## config.mk

```make
export PLATFORM = sky130hd
export DESIGN_NAME = glc_ctrl
export DESIGN_NICKNAME = d
export VERILOG_FILES = /design/src/rtl/glc_pkg.sv /design/src/rtl/glc_ctrl.sv
export SDC_FILE = /design/constraint.sdc
export NUM_CORES = 1
export LEC_CHECK = 0
export CORE_MARGIN = 2
export CORE_UTILIZATION = 58
export CTS_CLUSTER_DIAMETER = 60
export CTS_CLUSTER_SIZE = 30
export DETAILED_ROUTE_END_ITERATION = 8
export DONT_BUFFER_PORTS = 1
export GPL_ROUTABILITY_DRIVEN = 0
export PLACE_DENSITY = 0.82
export REMOVE_ABC_BUFFERS = 1
export SYNTH_ARGS = -nofsm -noshare
export SYNTH_HDL_FRONTEND = slang
export SYNTH_SLANG_ARGS = --single-unit
```

## constraint.sdc

```tcl
create_clock -name clk -period 7.84 [get_ports clk]
set_clock_uncertainty 0.15 [all_clocks]
set_input_delay 0.784 -clock clk [delete_from_list [all_inputs] [get_ports clk]]
set_output_delay 0.784 -clock clk [all_outputs]
set_load 0.02 [all_outputs]
```

## src/rtl/glc_pkg.sv

```systemverilog
`default_nettype none
package glc_pkg;

  localparam int ENTRIES_DEF = 256;
  localparam int CAP_W       = 9;
  localparam logic [CAP_W-1:0] CAP_RESET = 9'd256;
  localparam int STAMP_W     = 64;
  localparam int CNT_W       = 32;

  typedef struct packed {
    logic        cmd;
    logic [20:0] key;
    logic        key_is_glyph;
    logic [11:0] pixel_size;
  } glc_in_t;

  typedef struct packed {
    logic             hit;
    logic [7:0]       slot;
    logic             evicted;
    logic [CNT_W-1:0] hit_count;
    logic [CNT_W-1:0] miss_count;
  } glc_out_t;

  typedef struct packed {
    logic [11:0] pixel_size;
    logic        key_is_glyph;
    logic [20:0] key;
  } glc_tag_t;

  typedef struct packed {
    glc_tag_t           tag;
    logic [STAMP_W-1:0] stamp;
  } glc_entry_t;

  typedef enum logic {
    CMD_LOOKUP = 1'b0,
    CMD_INSERT = 1'b1
  } glc_cmd_t;

  typedef enum logic [1:0] {
    ST_IDLE,
    ST_SCAN,
    ST_DONE
  } glc_state_t;

endpackage
`default_nettype wire

```

## src/rtl/glc_ctrl.sv

```systemverilog
`default_nettype none
module glc_ctrl
  import glc_pkg::*;
#(
  parameter int Entries = ENTRIES_DEF,
  localparam int IW = (Entries > 1) ? $clog2(Entries) : 1,
  localparam int CW = $clog2(Entries + 1)
) (
  input  wire logic          clk,
  input  wire logic          rst_n,
  input  wire logic          start,
  output logic               busy,
  input  wire glc_in_t       in_item,
  input  wire logic [CW-1:0] active_n,
  output logic               mem_we,
  output logic [IW-1:0]      mem_waddr,
  output glc_entry_t         mem_wdata,
  output logic [IW-1:0]      mem_raddr,
  input  wire glc_entry_t    mem_rdata,
  output logic               out_strobe,
  output glc_out_t           out_item
);

  localparam int SW = (IW > 8) ? IW : 8;

  glc_state_t         state_r, state_nxt;
  glc_cmd_t           cmd_r, cmd_nxt;
  glc_tag_t           tag_r, tag_nxt;
  logic [CW-1:0]      limit_r, limit_nxt;
  logic [CW-1:0]      idx_r, idx_nxt;
  logic               cmp_vld_r, cmp_vld_nxt;
  logic [IW-1:0]      cmp_idx_r, cmp_idx_nxt;
  logic [IW-1:0]      best_idx_r, best_idx_nxt;
  logic [STAMP_W-1:0] best_stamp_r, best_stamp_nxt;
  logic [IW-1:0]      slot_r, slot_nxt;
  logic               hit_r, hit_nxt;
  logic               evict_r, evict_nxt;
  logic [STAMP_W-1:0] tick_r, tick_nxt;
  logic [CNT_W-1:0]   hit_tot_r, hit_tot_nxt;
  logic [CNT_W-1:0]   miss_tot_r, miss_tot_nxt;
  logic [CW-1:0]      fill_r, fill_nxt;
  logic               out_strobe_r, out_strobe_nxt;
  glc_out_t           out_r, out_nxt;

  glc_tag_t      in_tag;
  logic [CW-1:0] lookup_limit;
  logic          free_slot;
  logic          issue;
  logic          last_cmp;
  logic          tag_match;
  logic          better;
  logic          do_write;
  logic [SW-1:0] slot_ext;

  always_comb begin
    in_tag.pixel_size   = in_item.pixel_size;
    in_tag.key_is_glyph = in_item.key_is_glyph;
    in_tag.key          = in_item.key;
    lookup_limit = (fill_r < active_n) ? fill_r : active_n;
    free_slot    = fill_r < active_n;
    issue        = idx_r < limit_r;
    last_cmp     = cmp_vld_r && (CW'(cmp_idx_r) == limit_r - CW'(1));
    tag_match    = mem_rdata.tag == tag_r;
    better       = (cmp_idx_r == '0) || (mem_rdata.stamp < best_stamp_r);
    do_write     = (cmd_r == CMD_INSERT) || hit_r;
    slot_ext     = SW'(slot_r);
  end

  // next state
  always_comb begin
    state_nxt = state_r;
    case (state_r)
      ST_IDLE: begin
        if (start) begin
          if (in_item.cmd == CMD_INSERT) begin
            state_nxt = free_slot ? ST_DONE : ST_SCAN;
          end else begin
            state_nxt = (lookup_limit == '0) ? ST_DONE : ST_SCAN;
          end
        end
      end
      ST_SCAN: begin
        if (cmp_vld_r && ((cmd_r == CMD_LOOKUP && tag_match) || last_cmp)) begin
          state_nxt = ST_DONE;
        end
      end
      ST_DONE: state_nxt = ST_IDLE;
      default: state_nxt = ST_IDLE;
    endcase
  end

  // datapath
  always_comb begin
    cmd_nxt        = cmd_r;
    tag_nxt        = tag_r;
    limit_nxt      = limit_r;
    idx_nxt        = idx_r;
    cmp_vld_nxt    = 1'b0;
    cmp_idx_nxt    = cmp_idx_r;
    best_idx_nxt   = best_idx_r;
    best_stamp_nxt = best_stamp_r;
    slot_nxt       = slot_r;
    hit_nxt        = hit_r;
    evict_nxt      = evict_r;
    tick_nxt       = tick_r;
    hit_tot_nxt    = hit_tot_r;
    miss_tot_nxt   = miss_tot_r;
    fill_nxt       = fill_r;
    out_strobe_nxt = 1'b0;
    out_nxt        = out_r;
    busy           = state_r != ST_IDLE;
    mem_raddr      = idx_r[IW-1:0];
    mem_we         = 1'b0;
    mem_waddr      = slot_r;
    mem_wdata.tag   = tag_r;
    mem_wdata.stamp = tick_r + STAMP_W'(1);
    case (state_r)
      ST_IDLE: begin
        if (start) begin
          cmd_nxt   = glc_cmd_t'(in_item.cmd);
          tag_nxt   = in_tag;
          idx_nxt   = '0;
          hit_nxt   = 1'b0;
          evict_nxt = 1'b0;
          slot_nxt  = '0;
          if (in_item.cmd == CMD_INSERT) begin
            limit_nxt = active_n;
            if (free_slot) begin
              slot_nxt = fill_r[IW-1:0];
            end
          end else begin
            limit_nxt = lookup_limit;
          end
        end
      end
      ST_SCAN: begin
        if (issue) begin
          cmp_vld_nxt = 1'b1;
          cmp_idx_nxt = idx_r[IW-1:0];
          idx_nxt     = idx_r + CW'(1);
        end
        if (cmp_vld_r) begin
          if (cmd_r == CMD_LOOKUP) begin
            if (tag_match) begin
              hit_nxt  = 1'b1;
              slot_nxt = cmp_idx_r;
            end
          end else begin
            if (better) begin
              best_idx_nxt   = cmp_idx_r;
              best_stamp_nxt = mem_rdata.stamp;
            end
            if (last_cmp) begin
              slot_nxt  = better ? cmp_idx_r : best_idx_r;
              evict_nxt = 1'b1;
            end
          end
        end
      end
      ST_DONE: begin
        mem_we = do_write;
        if (do_write) begin
          tick_nxt = tick_r + STAMP_W'(1);
        end
        if (cmd_r == CMD_LOOKUP) begin
          if (hit_r) begin
            hit_tot_nxt = hit_tot_r + CNT_W'(1);
          end else begin
            miss_tot_nxt = miss_tot_r + CNT_W'(1);
          end
        end else if (!evict_r) begin
          fill_nxt = fill_r + CW'(1);
        end
        out_strobe_nxt     = 1'b1;
        out_nxt.hit        = hit_r;
        out_nxt.slot       = slot_ext[7:0];
        out_nxt.evicted    = evict_r;
        out_nxt.hit_count  = hit_tot_nxt;
        out_nxt.miss_count = miss_tot_nxt;
      end
      default: begin
      end
    endcase
  end

  always_ff @(posedge clk) begin
    if (!rst_n) begin
      state_r      <= ST_IDLE;
      cmp_vld_r    <= 1'b0;
      tick_r       <= '0;
      hit_tot_r    <= '0;
      miss_tot_r   <= '0;
      fill_r       <= '0;
      out_strobe_r <= 1'b0;
    end else begin
      state_r      <= state_nxt;
      cmp_vld_r    <= cmp_vld_nxt;
      tick_r       <= tick_nxt;
      hit_tot_r    <= hit_tot_nxt;
      miss_tot_r   <= miss_tot_nxt;
      fill_r       <= fill_nxt;
      out_strobe_r <= out_strobe_nxt;
    end
  end

  always_ff @(posedge clk) begin
    cmd_r        <= cmd_nxt;
    tag_r        <= tag_nxt;
    limit_r      <= limit_nxt;
    idx_r        <= idx_nxt;
    cmp_idx_r    <= cmp_idx_nxt;
    best_idx_r   <= best_idx_nxt;
    best_stamp_r <= best_stamp_nxt;
    slot_r       <= slot_nxt;
    hit_r        <= hit_nxt;
    evict_r      <= evict_nxt;
    out_r        <= out_nxt;
  end

  assign out_strobe = out_strobe_r;
  assign out_item   = out_r;

endmodule
`default_nettype wire

```

==> results.yml, run 1 <==
global_route:
  grt_antenna_before_repair: 1
  grt_pass1_wl_microns: 63100
  grtUsageMet1_pct: 28.9
  grt_pass1_vias: 12100
  gr-usage-met3_pct: 3.95
  grt_max_degree: 142
  gr-total-overflow: 0
  busiest_layer: "met2"
  met2_usage_pct: 42.2
  grt_use_total_pct: 23.7
setup_path:
  start_kind: "flop"
  cp_num_buf_inv: 0
  startpoint: "tick_r[0]"
  crit_path_max_incr_delay_ns: 0.56
  path_cells: "ha_1 -> nand3_1 -> nor2_1 -> nand3_1 -> nor3_1 -> nand2_1 -> nor2_1 -> xor2_1"
  cp_top_family: "simple AND/OR/NAND/NOR gates"
  cp_max_fo: 6
  slowest_stage: "nor3_1"
  cp_data_required_time_ns: 6.91
  r2r-start: "best_stamp_r[49]"
  worstSetupPathType: "flop to output pin"
  endpoint_kind: "output pin"
  worst_ep_arrival_time_ns: 3.33
final_layout:
  n_antenna_cell: 0
  regArea_sq_um: 9340
  fillCellCount: 2372
  syn_to_final_growth_pct: 7.46
  multi_input_area_sq_um: 8200
  instances_no_fill: 2103
  nets: 1915
  final_layout_size_suffix_gt1_share_pct: 6.09
synthesis:
  yosys_warnings: 0
  ys_async_sr_fraction_pct: 0
  synth_edf_count: 217
  synth_ff_type: "edfxtp_1"
  ys_seq_area_share_pct: 51.2
  netlist_area_sq_um: 18200
  ys_ff_latch: 358
  synth_area_per_cell_sq_um: 10.7
  synthCells: 1707
  ys_types: 77
drt:
  drt_wl_total_microns: 39600
  drcViolationCount: 0
  num_vias: 12300
  final_antenna_net_count: 0
  drt_iter0_drc: 867
  vias_per_cell: 5.84
  wire_per_inst_microns: 18.8
  firstDrtPassIters: 5
floorplan:
  initial_core_util_pct: 59.3
  io_pins: 336
  rows: 64
  coreArea_sq_um: 30700
  die_x_microns: 181
  die_area_sq_um: 32900
  die_h_microns: 181
timing:
  slew_headroom_pct: 21.9
  timing.hold.ws_ns: 0.146
  layout_worst_path_cycle_share_pct: 54.4
  finalWorstPathRequiredPeriod_ns: 4.27
  rsz0062_at_grt: "false"
  hold_viol: 0
  setup_slack_ns: 3.57
  maxSlewViolCount: 0
  tightest_slew_ns: 1.17
  setup_viol: 0
  fmax_mhz: 234
  fin_setup_tns_ns: 0
clock_tree:
  numCtsBuffers: 28
  cts_setup_buffers: 0
  htreeDepth: 1
  worstSkewPairLatency_ns: 0.57
  clock-sinks: 358
  path_clk_slew_ns: 0.10
  root_buffer: "clkbuf_16"
  cts_buffer_depth: 3
  cts_resized: 0
  ctsHoldBuffers: 0
  cts_tree: "built"
outcome:
  outcome: "complete, no violations"
power_and_ir_drop:
  ir_worst_vdd_mv: 0.212
  p_per_area_nw_per_um2: 219
  p_leak_uw: 0.00764
hold_path:
  worstHoldStart: "mem_rdata[26]"
  hold_path_class: "input pin to flop"
place:
  port_buffers: 0
  dp_hpwl_microns: 28900
  place_ws_ns: 3.70
  dp_cells: 2051
run:
  cap_violations: 0
==> cells in the mapped netlist, drive strengths merged, types with 2 or more instances <==
| master | instances | area, sq um |
|---|---|---|
| or4 | 3 | 26.3 |
| xor2 | 117 | 1020 |
| nand3b | 2 | 27.5 |
| a221oi | 5 | 43.8 |
| and3b | 2 | 18.8 |
| a211oi | 3 | 22.5 |
| o21ai | 52 | 264 |
| ha | 85 | 1060 |
| o31ai | 3 | 22.5 |
| a21boi | 33 | 248 |
| mux2 | 3 | 33.8 |
| nor2b | 15 | 93.8 |
| and3 | 22 | 140 |
| and4 | 13 | 118 |
| nor2 | 83 | 314 |
| xnor2 | 159 | 1390 |
| clkbuf | 42 | 178 |
| and2 | 103 | 646 |
| or3 | 38 | 240 |
| nand2 | 153 | 577 |
| inv | 113 | 427 |
| a31oi | 4 | 31.3 |
| a21oi | 29 | 145 |
| a21o | 9 | 67.6 |
| nand3 | 72 | 360 |
| nand4 | 52 | 372 |
| edfxtp | 217 | 6520 |
| dfxtp | 141 | 2820 |
| mux2i | 10 | 100 |
| o221ai | 9 | 78.8 |
| nand2b | 9 | 56.3 |
| or2 | 5 | 31.3 |
| nor4 | 21 | 180 |
| nor3b | 5 | 37.5 |
| nor3 | 47 | 287 |
| buf | 15 | 105 |
==> power by group <==
part | leakage [uW] | switching, uW | internal, uW
registers | 0.00317 | 200 | 2140
logic | 0.00394 | 210 | 116
clock network | 0.000527 | 840 | 785
total | 0.00764 | 1250 | 3040
==> cells in the final DEF, fill, tap and decap left out, drive strengths merged, types with 9 or more instances in the layout <==
cell and count:
a21boi 33, edfxtp 217, xor2 117, nand2 153, or3 38, xnor2 159
nor4 21, ha 85, clkbuf 30, dfxtp 141, nand4 52, nor3 47
and2 103, a21oi 29, and3 22, and4 13, nor2 83, o21ai 52
nand2b 9, nor2b 15, o221ai 9, inv 129, nand3 72, a21o 9
mux2i 10
==> routing by layer <==
layer,vias up,wire length (microns)
li1,5897,-
met1,5844,15900
met2,459,19700
met3,90,2390
met4,0,1580
met5,-,0
==> sequential cells by signal, summed over array words and instances, names as in the netlist, 2 cells and up <==
name / count
state_r: 2
best_idx_r: 8
idx_r: 9
best_stamp_r: 64
miss_tot_r: 32
out_item: 74
cmp_idx_r: 8
fill_r: 9
mem_wdata: 34
tick_r: 64
hit_tot_r: 32
mem_waddr: 8
limit_r: 9
==> layout make-up <==
| cell class | instances | area share, % |
|---|---|---|
| timing repair buffer | 5 | 0.192 |
| sequential | 358 | 47.7 |
| clock inverter | 22 | 1.72 |
| clock buffer | 30 | 3.83 |
| multi-input combinational | 1179 | 41.9 |
| tap | 396 | 2.53 |
| inverter | 113 | 2.19 |
==> worst paths after layout <==
path | to | slack, ns | cells after the start
worst max-delay path | mem_wdata[40] | 3.57 | 8
worst min-delay path | best_stamp_r[26] | 0.15 | 0
worst max register to register | best_stamp_r[31] | 4.03 | 10
worst min register to register | out_item[64] | 0.32 | 0
==> stage by stage <==
stage                     instance area (sq um)  utilization, %  power, uW
after CTS                                 19600            63.7       4330
after floorplan                           17900               -       2590
after detailed placement                  18500            60.2       2710
final                                     19600            63.7       4300
after global routing                      19600            63.7       4440
after global placement                    18500            60.2       2690
==> cells by family (layout without fill, tap and decap cells) <==
kind of cell,after synthesis,in the layout,share of synthesized area [%]
AOI/OAI and AO/OA,158,158,5.60
xor gates and xnor gates,276,276,13.3
adders and majority gates,85,85,5.83
buffers and inverters,170,170,3.89
DFF,358,358,51.2
muxes,13,13,0.734
and+or+nand+nor,647,647,19.4
No activity file was read; power rests on OpenSTA's default activity.
==> run 2: changes to the inputs <==
clock period = 3.7 ns   (was 7.84 ns; I/O delays follow)
==> run 2 against run 1 <==
Against the previous run: final area is 6.5% higher; power is 120% higher; flip-flop and latch count stayed put; cell count is 6.0% higher; routed wire length is 11% higher.
==> results.yml, run 2 (synthesized netlist as in run 1, its figures left out) <==
timing:
  setup_slack_ns: 0.145
  layout_worst_path_cycle_share_pct: 96.1
  hold_viol: 0
  setup_viol: 0
  finalWorstPathRequiredPeriod_ns: 3.56
  tightest_slew_ns: 0.860
  timing.hold.ws_ns: 0.0135
  maxSlewViolCount: 0
  fmax_mhz: 281
  slew_headroom_pct: 42.7
global_route:
  grt_antenna_before_repair: 1
  grt_use_total_pct: 26.6
  met2_usage_pct: 45.6
  busiest_layer: "met2"
  grt_max_degree: 142
  grt_pass1_wl_microns: 70000
  grtUsageMet1_pct: 30.6
  gr-total-overflow: 0
  grt_pass1_vias: 13300
  gr-usage-met3_pct: 6.89
setup_path:
  endpoint_kind: "output pin"
  path_cells: "nand4_2 -> nor4_4 -> and4b_2 -> and2_0 -> nand4_1 -> xnor2_1"
  start_kind: "flop"
  worst_ep_arrival_time_ns: 3.04
  cp_top_family: "simple AND/OR/NAND/NOR gates"
  cp_num_buf_inv: 0
  cp_data_required_time_ns: 3.18
  slowest_stage: "nor4_4"
  crit_path_max_incr_delay_ns: 0.51
  worstSetupPathType: "flop to output pin"
  cp_max_fo: 6
final_layout:
  largest_register_ffs: 74
  instances_no_fill: 2230
  fillCellCount: 2192
  nets: 2038
  syn_to_final_growth_pct: 14.5
  layout_commonest_cell: "edfxtp_1"
  final_layout_size_suffix_gt1_share_pct: 6.82
  multi_input_area_sq_um: 8260
  regArea_sq_um: 9340
  fin_area_sq_um: 20900
  final_util_pct: 67.9
  final_cell_mix: "edfxtp_1 (217), xnor2_1 (157), nand2_1 (152)"
drt:
  drt_wl_total_microns: 44100
  drcViolationCount: 0
  num_vias: 13100
  wire_per_inst_microns: 19.8
  firstDrtPassIters: 5
  final_antenna_net_count: 0
  vias_per_cell: 5.86
  drt_iter0_drc: 948
place:
  dp_cells: 2058
  port_buffers: 0
  dp_hpwl_microns: 29400
  place_ws_ns: 0.457
  dpl_cell_area_sq_um: 18600
clock_tree:
  clock-sinks: 358
  path_clk_slew_ns: 0.07
  root_buffer: "clkbuf_16"
  htreeDepth: 2
  numCtsBuffers: 34
  cts_tree: "built"
  cts_buffer_depth: 3
  worstSkewPairLatency_ns: 0.52
outcome:
  outcome: "complete, no violations"
floorplan:
  die_h_microns: 181
  io_pins: 336
  coreArea_sq_um: 30700
  rows: 64
  initial_core_util_pct: 59.3
  die_area_sq_um: 32900
  die_x_microns: 181
power_and_ir_drop:
  ir_worst_vdd_mv: 0.415
  p_per_area_nw_per_um2: 448
  p_leak_uw: 0.00824
hold_path:
  hold_path_class: "input pin to flop"
run:
  cap_violations: 0
-- run 2: cell count changes in the layout (fill, tap and decap cells not counted), moves of 3 or more --
| cell | previous run | this run |
|---|---|---|
| dlygate4sd3_1 | 0 | 107 |
| buf_4 | 5 | 13 |
| clkbuf_16 | 30 | 35 |
| inv_12 | 5 | 0 |
| inv_16 | 5 | 0 |
| inv_6 | 3 | 8 |
| clkinvlp_4 | 0 | 3 |
| inv_8 | 3 | 6 |
-- run 2: path summary, 6_finish.rpt --
check	start	slack, ns	end	cells past startpoint
setup / recovery	tick_r[8]	0.14	mem_wdata[35]	6
setup reg to reg	best_stamp_r[54]	0.27	mem_waddr[6]	10
hold reg to reg	evict_r	0.32	out_item[64]	0
hold / removal	active_n[8]	0.01	limit_r[8]	2
-- run 2: area by class of cell --
type                    count  share of cell area [%]
diodes                      1                  0.0120
clock buffers              37                    4.23
inverters                 113                    2.06
multi-input cells        1179                    39.6
clock inverters            24                    1.16
repair buffers            122                    5.83
flip-flops and latches    358                    44.8
well taps                 396                    2.37
-- run 2: what timing repair did --
item	in CTS	in global routing
pin swaps	0	1
endpoints found under the setup margin	7	14
resized for setup	4	5
hold endpoints to repair	247	0
buffers inserted	0	2
hold buffers	108	0
-- run 2: metrics by stage --
stage / TNS [ns] / power (uW)
2_1_floorplan: -326.61 / 5480
3_3_place_gp: 0 / 5720
3_5_place_dp: 0 / 5750
4_1_cts: 0 / 9380
5_1_grt: -0.00426 / 9670
6_report: 0 / 9340
-- run 2: power by group --
group	switching (uW)	total, uW	internal, uW	leakage, uW
Sequential	424	4970	4540	0.00317
Combinational	507	839	332	0.00452
Clock	1650	3530	1890	0.000546
-- run 2: metal layers --
layer / share of wire [%] / up-vias
met5: 0 / -
li1: - / 6138
met1: 38 / 6181
met4: 5.2 / 0
met2: 49 / 601
met3: 7.9 / 154
